<file path="config.mk">
export PLATFORM = sky130hd
export DESIGN_NAME = sql_string_unescape
export DESIGN_NICKNAME = d
export VERILOG_FILES = /design/src/ssu_pkg.sv /design/src/ssu_front.sv /design/src/ssu_fifo.sv /design/src/ssu_back.sv /design/src/sql_string_unescape.sv
export SDC_FILE = /design/constraint.sdc
export NUM_CORES = 1
export LEC_CHECK = 0
export BUFFER_PORTS_ARGS = -buffer_cell sky130_fd_sc_hd__buf_2
export CAP_MARGIN = 20
export CORE_UTILIZATION = 45
export DETAILED_ROUTE_END_ITERATION = 7
export SYNTH_ARGS = -nofsm -noshare
export SYNTH_HDL_FRONTEND = slang
export SYNTH_SLANG_ARGS = --single-unit
</file>
<file path="constraint.sdc">
create_clock -name clk -period 5.2 [get_ports clk]
set_clock_uncertainty 0.1 [all_clocks]
set_input_delay 0.26 -clock clk [delete_from_list [all_inputs] [get_ports clk]]
set_output_delay 0.26 -clock clk [all_outputs]
set_load 0.02 [all_outputs]
</file>
<file path="src/ssu_pkg.sv">
package ssu_pkg;

	localparam int FifoDepth = 4;
	localparam int PtrW      = $clog2(FifoDepth);
	localparam int CntW      = $clog2(FifoDepth + 1);
	localparam int MaxBytes  = 4;
	localparam int IdxW      = $clog2(MaxBytes);
	localparam int NumW      = $clog2(MaxBytes + 1);

	// decoded bytes caused by one input word
	typedef struct packed {
		logic [MaxBytes-1:0][7:0] bytes;
		logic [NumW-1:0]          count;
		logic                     last;
	} group_t;

endpackage

</file>
<file path="src/ssu_front.sv">
module ssu_front (
	input  logic                clk,
	input  logic                arst_n,
	input  logic                in_valid,
	output logic                in_ready,
	input  logic [7:0]          byte_in,
	input  logic                last_in,
	input  logic                q_full,
	output logic                q_push,
	output ssu_pkg::group_t     q_wdata
);

	localparam logic [7:0] ChQuote  = 8'h27;
	localparam logic [7:0] ChBsl    = 8'h5C;
	localparam logic [7:0] ChDquote = 8'h22;
	localparam logic [7:0] ChLx     = 8'h78;
	localparam logic [7:0] ChUx     = 8'h58;
	localparam logic [7:0] Ch0      = 8'h30;
	localparam logic [7:0] Ch7      = 8'h37;
	localparam logic [7:0] Ch9      = 8'h39;
	localparam logic [7:0] ChLa     = 8'h61;
	localparam logic [7:0] ChLf     = 8'h66;
	localparam logic [7:0] ChUa     = 8'h41;
	localparam logic [7:0] ChUf     = 8'h46;
	localparam logic [7:0] ChLn     = 8'h6E;
	localparam logic [7:0] ChLt     = 8'h74;
	localparam logic [7:0] ChLr     = 8'h72;
	localparam logic [7:0] ChNl     = 8'h0A;
	localparam logic [7:0] ChTab    = 8'h09;
	localparam logic [7:0] ChCr     = 8'h0D;
	localparam logic [1:0] OctMax   = 2'd3;

	typedef enum logic [2:0] {
		M_IDLE  = 3'd0,
		M_QUOTE = 3'd1,
		M_BSL   = 3'd2,
		M_HEX0  = 3'd3,
		M_HEX1  = 3'd4,
		M_OCT   = 3'd5
	} mode_t;

	function automatic logic is_hex(input logic [7:0] c);
		return (c >= Ch0 && c <= Ch9) || (c >= ChLa && c <= ChLf) ||
			(c >= ChUa && c <= ChUf);
	endfunction

	function automatic logic [3:0] hex_val(input logic [7:0] c);
		logic [7:0] t;
		if (c <= Ch9) begin
			t = c - Ch0;
		end else if (c >= ChLa) begin
			t = c - ChLa + 8'd10;
		end else begin
			t = c - ChUa + 8'd10;
		end
		return t[3:0];
	endfunction

	mode_t      mode_q, mode_d;
	logic [7:0] acc_q, acc_d;
	logic [1:0] digs_q, digs_d;
	logic       upper_q, upper_d;
	logic [7:0] fh_q, fh_d;

	logic [ssu_pkg::MaxBytes-1:0][7:0] em;
	logic [ssu_pkg::NumW-1:0]          n;
	logic                              fresh;
	logic                              is_oct;
	logic [7:0]                        xch;
	logic                              take;

	assign is_oct = (byte_in >= Ch0) && (byte_in <= Ch7);
	assign xch    = upper_q ? ChUx : ChLx;

	always_comb begin
		em     = '0;
		n      = '0;
		fresh  = 1'b0;
		mode_d = mode_q;
		acc_d  = acc_q;
		digs_d = digs_q;
		upper_d = upper_q;
		fh_d   = fh_q;

		unique case (mode_q)
			M_QUOTE: begin
				em[0] = ChQuote;
				n = ssu_pkg::NumW'(1);
				if (byte_in == ChQuote) begin
					mode_d = M_IDLE;
				end else begin
					fresh = 1'b1;
				end
			end
			M_BSL: begin
				mode_d = M_IDLE;
				priority if (byte_in == ChLx || byte_in == ChUx) begin
					upper_d = (byte_in == ChUx);
					mode_d = M_HEX0;
				end else if (is_oct) begin
					acc_d  = {5'd0, byte_in[2:0]};
					digs_d = 2'd1;
					mode_d = M_OCT;
				end else if (byte_in == ChLn) begin
					em[0] = ChNl;
					n = ssu_pkg::NumW'(1);
				end else if (byte_in == ChLt) begin
					em[0] = ChTab;
					n = ssu_pkg::NumW'(1);
				end else if (byte_in == ChLr) begin
					em[0] = ChCr;
					n = ssu_pkg::NumW'(1);
				end else if (byte_in == ChBsl || byte_in == ChQuote || byte_in == ChDquote) begin
					em[0] = byte_in;
					n = ssu_pkg::NumW'(1);
				end else begin
					em[0] = ChBsl;
					em[1] = byte_in;
					n = ssu_pkg::NumW'(2);
				end
			end
			M_HEX0: begin
				if (is_hex(byte_in)) begin
					fh_d = byte_in;
					mode_d = M_HEX1;
				end else begin
					em[0] = ChBsl;
					em[1] = xch;
					n = ssu_pkg::NumW'(2);
					fresh = 1'b1;
				end
			end
			M_HEX1: begin
				if (is_hex(byte_in)) begin
					em[0] = {hex_val(fh_q), hex_val(byte_in)};
					n = ssu_pkg::NumW'(1);
					mode_d = M_IDLE;
				end else begin
					em[0] = ChBsl;
					em[1] = xch;
					em[2] = fh_q;
					n = ssu_pkg::NumW'(3);
					fresh = 1'b1;
				end
			end
			M_OCT: begin
				if (is_oct && digs_q < OctMax) begin
					acc_d  = {acc_q[4:0], byte_in[2:0]};
					digs_d = digs_q + 2'd1;
					if (digs_q + 2'd1 == OctMax) begin
						em[0] = acc_d;
						n = ssu_pkg::NumW'(1);
						mode_d = M_IDLE;
					end
				end else begin
					em[0] = acc_q;
					n = ssu_pkg::NumW'(1);
					fresh = 1'b1;
				end
			end
			default: begin
				fresh = 1'b1;
			end
		endcase

		// byte not consumed by the escape starts over from idle
		if (fresh) begin
			if (byte_in == ChQuote) begin
				mode_d = M_QUOTE;
			end else if (byte_in == ChBsl) begin
				mode_d = M_BSL;
			end else begin
				mode_d = M_IDLE;
				em[n[ssu_pkg::IdxW-1:0]] = byte_in;
				n = n + ssu_pkg::NumW'(1);
			end
		end

		// end of string: flush what is still open
		if (last_in) begin
			unique case (mode_d)
				M_QUOTE: begin
					em[n[ssu_pkg::IdxW-1:0]] = ChQuote;
					n = n + ssu_pkg::NumW'(1);
				end
				M_BSL: begin
					em[n[ssu_pkg::IdxW-1:0]] = ChBsl;
					n = n + ssu_pkg::NumW'(1);
				end
				M_HEX0: begin
					em[n[ssu_pkg::IdxW-1:0]] = ChBsl;
					em[n[ssu_pkg::IdxW-1:0] + 2'd1] = upper_d ? ChUx : ChLx;
					n = n + ssu_pkg::NumW'(2);
				end
				M_HEX1: begin
					em[n[ssu_pkg::IdxW-1:0]] = ChBsl;
					em[n[ssu_pkg::IdxW-1:0] + 2'd1] = upper_d ? ChUx : ChLx;
					em[n[ssu_pkg::IdxW-1:0] + 2'd2] = fh_d;
					n = n + ssu_pkg::NumW'(3);
				end
				M_OCT: begin
					em[n[ssu_pkg::IdxW-1:0]] = acc_d;
					n = n + ssu_pkg::NumW'(1);
				end
				default: begin
				end
			endcase
			mode_d  = M_IDLE;
			acc_d   = '0;
			digs_d  = '0;
			upper_d = 1'b0;
			fh_d    = '0;
		end
	end

	assign in_ready = !q_full;
	assign take     = in_valid && in_ready;
	assign q_push   = take && (n != '0);
	assign q_wdata  = '{bytes: em, count: n, last: last_in};

	always_ff @(posedge clk or negedge arst_n) begin
		if (!arst_n) begin
			mode_q  <= M_IDLE;
			acc_q   <= '0;
			digs_q  <= '0;
			upper_q <= 1'b0;
			fh_q    <= '0;
		end else if (take) begin
			mode_q  <= mode_d;
			acc_q   <= acc_d;
			digs_q  <= digs_d;
			upper_q <= upper_d;
			fh_q    <= fh_d;
		end
	end

endmodule

</file>
<file path="src/ssu_fifo.sv">
module ssu_fifo (
	input  logic            clk,
	input  logic            arst_n,
	input  logic            push,
	input  ssu_pkg::group_t wdata,
	output logic            full,
	input  logic            pop,
	output ssu_pkg::group_t rdata,
	output logic            empty
);

	ssu_pkg::group_t                mem_q [ssu_pkg::FifoDepth];
	logic [ssu_pkg::PtrW-1:0]      wr_q, rd_q;
	logic [ssu_pkg::CntW-1:0]      cnt_q;

	assign full  = (cnt_q == ssu_pkg::CntW'(ssu_pkg::FifoDepth));
	assign empty = (cnt_q == '0);
	assign rdata = mem_q[rd_q];

	always_ff @(posedge clk) begin
		if (push) begin
			mem_q[wr_q] <= wdata;
		end
	end

	always_ff @(posedge clk or negedge arst_n) begin
		if (!arst_n) begin
			wr_q  <= '0;
			rd_q  <= '0;
			cnt_q <= '0;
		end else begin
			if (push) begin
				wr_q <= wr_q + ssu_pkg::PtrW'(1);
			end
			if (pop) begin
				rd_q <= rd_q + ssu_pkg::PtrW'(1);
			end
			if (push && !pop) begin
				cnt_q <= cnt_q + ssu_pkg::CntW'(1);
			end else if (pop && !push) begin
				cnt_q <= cnt_q - ssu_pkg::CntW'(1);
			end
		end
	end

	a_no_overflow: assert property (@(posedge clk) disable iff (!arst_n)
		full |-> !push) else $error("push into full queue");
	a_no_underflow: assert property (@(posedge clk) disable iff (!arst_n)
		empty |-> !pop) else $error("pop from empty queue");
	a_cnt_range: assert property (@(posedge clk) disable iff (!arst_n)
		cnt_q <= ssu_pkg::CntW'(ssu_pkg::FifoDepth)) else $error("queue count out of range");
	a_cnt_step: assert property (@(posedge clk) disable iff (!arst_n)
		(push && !pop) |=> cnt_q == $past(cnt_q) + ssu_pkg::CntW'(1))
		else $error("queue count did not advance");

endmodule

</file>
<file path="src/ssu_back.sv">
module ssu_back (
	input  logic            clk,
	input  logic            arst_n,
	input  ssu_pkg::group_t head,
	input  logic            empty,
	output logic            pop,
	output logic            out_valid,
	input  logic            out_ready,
	output logic [7:0]      byte_out,
	output logic            last_out
);

	logic                      out_valid_q;
	logic [7:0]                byte_out_q;
	logic                      last_out_q;
	logic [ssu_pkg::IdxW-1:0]  idx_q;
	logic                      load;
	logic                      at_end;

	assign load   = !empty && (!out_valid_q || out_ready);
	assign at_end = (ssu_pkg::NumW'(idx_q) + ssu_pkg::NumW'(1) == head.count);
	assign pop    = load && at_end;

	assign out_valid = out_valid_q;
	assign byte_out  = byte_out_q;
	assign last_out  = last_out_q;

	always_ff @(posedge clk or negedge arst_n) begin
		if (!arst_n) begin
			out_valid_q <= 1'b0;
			last_out_q  <= 1'b0;
			idx_q       <= '0;
		end else begin
			if (load) begin
				out_valid_q <= 1'b1;
				last_out_q  <= head.last && at_end;
				idx_q       <= at_end ? '0 : idx_q + ssu_pkg::IdxW'(1);
			end else if (out_ready) begin
				out_valid_q <= 1'b0;
			end
		end
	end

	always_ff @(posedge clk) begin
		if (load) begin
			byte_out_q <= head.bytes[idx_q];
		end
	end

	// a word leaving the queue was fully walked
	a_idx_clear: assert property (@(posedge clk) disable iff (!arst_n)
		pop |=> idx_q == '0) else $error("byte index not cleared after pop");
	a_idx_bound: assert property (@(posedge clk) disable iff (!arst_n)
		!empty |-> ssu_pkg::NumW'(idx_q) < head.count) else $error("byte index past word");
	a_last_pops: assert property (@(posedge clk) disable iff (!arst_n)
		(load && head.last && at_end) |-> pop) else $error("last byte without pop");

endmodule

</file>
<file path="src/sql_string_unescape.sv">
// An accepted input word is written into the queue, and its first decoded byte is then loaded into the output register.
// Throughput: one input word per cycle while the 4-entry queue has room; the output
// drains one byte per cycle unless out_ready stalls it; a word decoding to n bytes pops with its last byte.
// Words that decode to nothing (open escapes) do not enter the queue.
// Reset (arst_n low, asynchronous): decoder state idle, queue empty, output not valid.
module sql_string_unescape (
	input  logic       clk,
	input  logic       arst_n,
	input  logic       in_valid,
	output logic       in_ready,
	input  logic [7:0] byte_in,
	input  logic       last_in,
	output logic       out_valid,
	input  logic       out_ready,
	output logic [7:0] byte_out,
	output logic       last_out
);

	ssu_pkg::group_t wdata, rdata;
	logic            push, pop, full, empty;

	ssu_front u_front (
		.clk      (clk),
		.arst_n   (arst_n),
		.in_valid (in_valid),
		.in_ready (in_ready),
		.byte_in  (byte_in),
		.last_in  (last_in),
		.q_full   (full),
		.q_push   (push),
		.q_wdata  (wdata)
	);

	ssu_fifo u_fifo (
		.clk    (clk),
		.arst_n (arst_n),
		.push   (push),
		.wdata  (wdata),
		.full   (full),
		.pop    (pop),
		.rdata  (rdata),
		.empty  (empty)
	);

	ssu_back u_back (
		.clk       (clk),
		.arst_n    (arst_n),
		.head      (rdata),
		.empty     (empty),
		.pop       (pop),
		.out_valid (out_valid),
		.out_ready (out_ready),
		.byte_out  (byte_out),
		.last_out  (last_out)
	);

endmodule

</file>
==> impl_metrics.tcl <==
set metrics [dict create \
    yosysMostFrequentCell "edfxtp_1" \
    final-seq-area_um2 5390 \
    cp-start-kind "flip-flop" \
    port_buffers 23 \
    hold_viol 0 \
    io_pins 24 \
    clockRootBuffer "clkbuf_16" \
    core-area_um2 20200 \
    hold_path.class "input port to flip-flop" \
    dp_hpwl_mm 16.7 \
    die_w_um 146 \
    synth_flop_cell "edfxtp_1" \
    crit_arrival_ps 5040 \
    critical_path_class "flip-flop to flip-flop" \
    finalCritPeriodShare_pct 92.0 \
    grt_pass1_vias 6243 \
    synthTopCellsByCount "152 x edfxtp_1, 72 x nand2_1, 44 x mux4_2" \
    fin_setup_tns_ps 0 \
    clkPwrFrac_pct 27.0 \
    die_y_um 146 \
    cpLargestDelayFamily "simple AND/OR/NAND/NOR gates" \
    cpMostUsedCell "nor2_1" \
    ant_nets 0 \
    drv_slew 0 \
    mappedNetlistNets 731 \
    finalWirelength_mm 23.7 \
    viasPerCell 6.09 \
    setup_violations 0 \
    vias 6198 \
    p_int_mw 3.18 \
    finalWeightedCongestion 0.987 \
    async_flop_share_pct 17.8 \
    timing.fmax_ghz 0.209 \
    grt_max_degree 38 \
    hold-worst-slack_ps 133 \
    die_area_um2 21200 \
    p_switching_mw 1.37 \
    cts.reportedPaths.clkPinSlew_ps 70 \
    rsz0062_at_grt "no" \
    n_antenna_cell 0 \
    track_usage_pct 23.4 \
    maxSlewHeadroom_pct 44.1 \
    post-route-util_pct 51.7 \
    avgRoutedWirePerCell_um 23.4 \
    required_ps 5450 \
    drive_above_1_share_pct 20.6 \
    peakVddDrop_mv 0.218 \
    drv_cap 0 \
    p_comb_share_pct 27.3 \
    yosysTopAreaCellShare_pct 49.1 \
    max_stage_delay_ps 650 \
    period_needed_ps 4780 \
    crit_buf_inv 2 \
    antenna_found_initial 0 \
    status "finished, final reports clean" \
    cts-buffers-inserted 17 \
    path_max_fanout 5 \
    yosysUniqueCellTypes 74 \
    drt_first_pass_iters 5 \
    grt_first_pass_wirelength_mm 37.2 \
    swShare_pct 30.1 \
    synth_area_leader_cell "edfxtp_1" \
    cts_sinks 185 \
    drtIter0Drc 568 \
    cts_tree "yes" \
    multi_input_area_um2 3670 \
    num_rows 52 \
    grt_overflow 0 \
    synth_edf_count 152 \
    final.fill_count 1696 \
    cp-end-kind "flip-flop" \
    worstSkewPairLatency_ps 430 \
    cts_resized 0 \
    initial_core_util_pct 45.9 \
    clk_path_buf_depth 2 \
    synth-seq-cells 185 \
    synth.area.top_cells "edfxtp_1 49%, mux4_2 11%, dfrtp_1 8.9%" \
    cp_cell_sequence "nor2_1, nand2_1, or4_1, nor3_1, nor2_1, ha_1, o32a_2, inv_2, fa_1, nand2_1, mux2i_4, a31oi_4, ha_1, inv_1, fa_1, xor2_1, nor2_1, xor2_1" \
    syn_inst 696 \
    ys_seq_area_share_pct 58.0 \
    drc 0 \
    cts_max_level 4 \
    share_seq_of_total_power_pct 45.8 \
    power_density_nw_per_um2 434 \
    syn_area_per_cell_um2 13.4 \
    syn_to_final_growth_pct 12.6 \
    synth_warnings 0 \
    tightest_slew_ps 834 \
    p_leak_nw 3.64 \
    nNetsFinal 769 \
    mappedNetlistArea_um2 9290 \
    crit_path_top_delay_cell "or4_1" \
]
## sequential cells by signal, indices dropped and copies added (netlist names)
signal and cells:
u_fifo.mem_q 144, u_back.byte_out 8, u_front.acc_q 8, u_front.fh_q 8, u_fifo.cnt_q 3, u_front.mode_q 3, u_back.idx_q 2, u_fifo.rd_q 2
u_fifo.wr_q 2, u_front.digs_q 2, u_back.last_out 1, u_back.out_valid 1, u_front.upper_q 1
## per-layer routing
layer,up-vias,GRT usage [%],wire length [um]
met3,42,4.14,1050
met5,-,0,0
met1,3165,32.0,10600
met2,197,38.3,11600
met4,0,7.00,494
li1,2794,-,-
## worst paths after layout
path	startpoint	endpoint	slack, ps	cells after the start
min	in_valid	u_front.mode_q[1]$_DFFE_PN0P_	130	3
min in group asynchronous	arst_n	u_fifo.rd_q[1]$_DFFE_PN0P_	350	2
max	u_front.mode_q[2]$_DFFE_PN0P_	u_fifo.cnt_q[2]$_DFFE_PN0P_	420	18
max reg2reg	u_front.mode_q[2]$_DFFE_PN0P_	u_fifo.cnt_q[2]$_DFFE_PN0P_	420	18
max in group asynchronous	arst_n	u_fifo.rd_q[0]$_DFFE_PN0P_	4120	2
min reg2reg	u_back.last_out$_DFFE_PN0P_	u_back.last_out$_DFFE_PN0P_	380	2
## stage by stage
step                setup WS [ps]  total power [mW]  area (um2)  instances
detailed placement            255              3.38        9880        983
finish                        416              4.55       10500       1017
global placement              254              3.35        9880        983
CTS                           420              4.61       10500       1017
global route                  152              4.76       10500       1017
floorplan                     124              3.00        9290        696
## cell type report
type	instances	share of cell area [%]
Tap cell	270	3.23
Multi-Input combinational cell	452	35.1
Timing Repair Buffer	56	3.99
Inverter	22	0.789
Clock inverter	15	1.35
Sequential cell	185	51.5
Clock buffer	17	4.07
## placed cells by master, fill, tap and decap left out, types with 7 or more instances in the layout
master     count
edfxtp_1     152
nand2_1       72
mux4_2        44
o21ai_0       42
dfrtp_1       32
a21oi_1       31
nor2_1        29
buf_4         27
a22oi_1       25
buf_2         23
inv_1         21
ha_1          20
nor3_1        19
clkbuf_16     17
nand3_1       13
nand2b_1      12
xnor2_1        9
a221o_1        7
## worst reg2reg max path, delay by kind of cell (launching register included)
kind                     cells  cell delay [ps]
multiplexers                 1              100
AO/OA/AOI/OAI                2              580
flip-flops                   1              390
AND/OR/NAND/NOR              7             1690
XOR/XNOR                     2              340
buffers and inverters        2              150
adder cells (fa/ha/maj)      4             1340
## power by group through the flow
| stage | sequential, mW | clock [mW] | combinational, mW |
|---|---|---|---|
| final | 2.08 | 1.23 | 1.24 |
| after floorplan | 2.10 | 0 | 0.903 |
| after global placement | 2.10 | 0 | 1.25 |
| after CTS | 2.09 | 1.25 | 1.27 |
| after global routing | 2.11 | 1.30 | 1.35 |
| after detailed placement | 2.12 | 0 | 1.26 |
## repair_timing
| action | in CTS | in global routing |
|---|---|---|
| setup endpoints to repair | 0 | 0 |
| setup buffers | 0 | 0 |
| hold buffers | 2 | 0 |
| endpoints found under the hold margin | 34 | 0 |
## cell families (layout without fill, tap and decap cells)
kind of cell	Yosys count	after routing	share of synthesized area (%)
and+or+nand+nor	192	192	10.3
DFF	185	185	58.0
AOI/OAI and AO/OA	170	170	12.7
buffers and inverters	59	110	2.57
muxes	53	53	11.9
adders and majority gates	22	22	3.12
xor gates and xnor gates	15	15	1.41
Power figures use the tool's default switching activity.
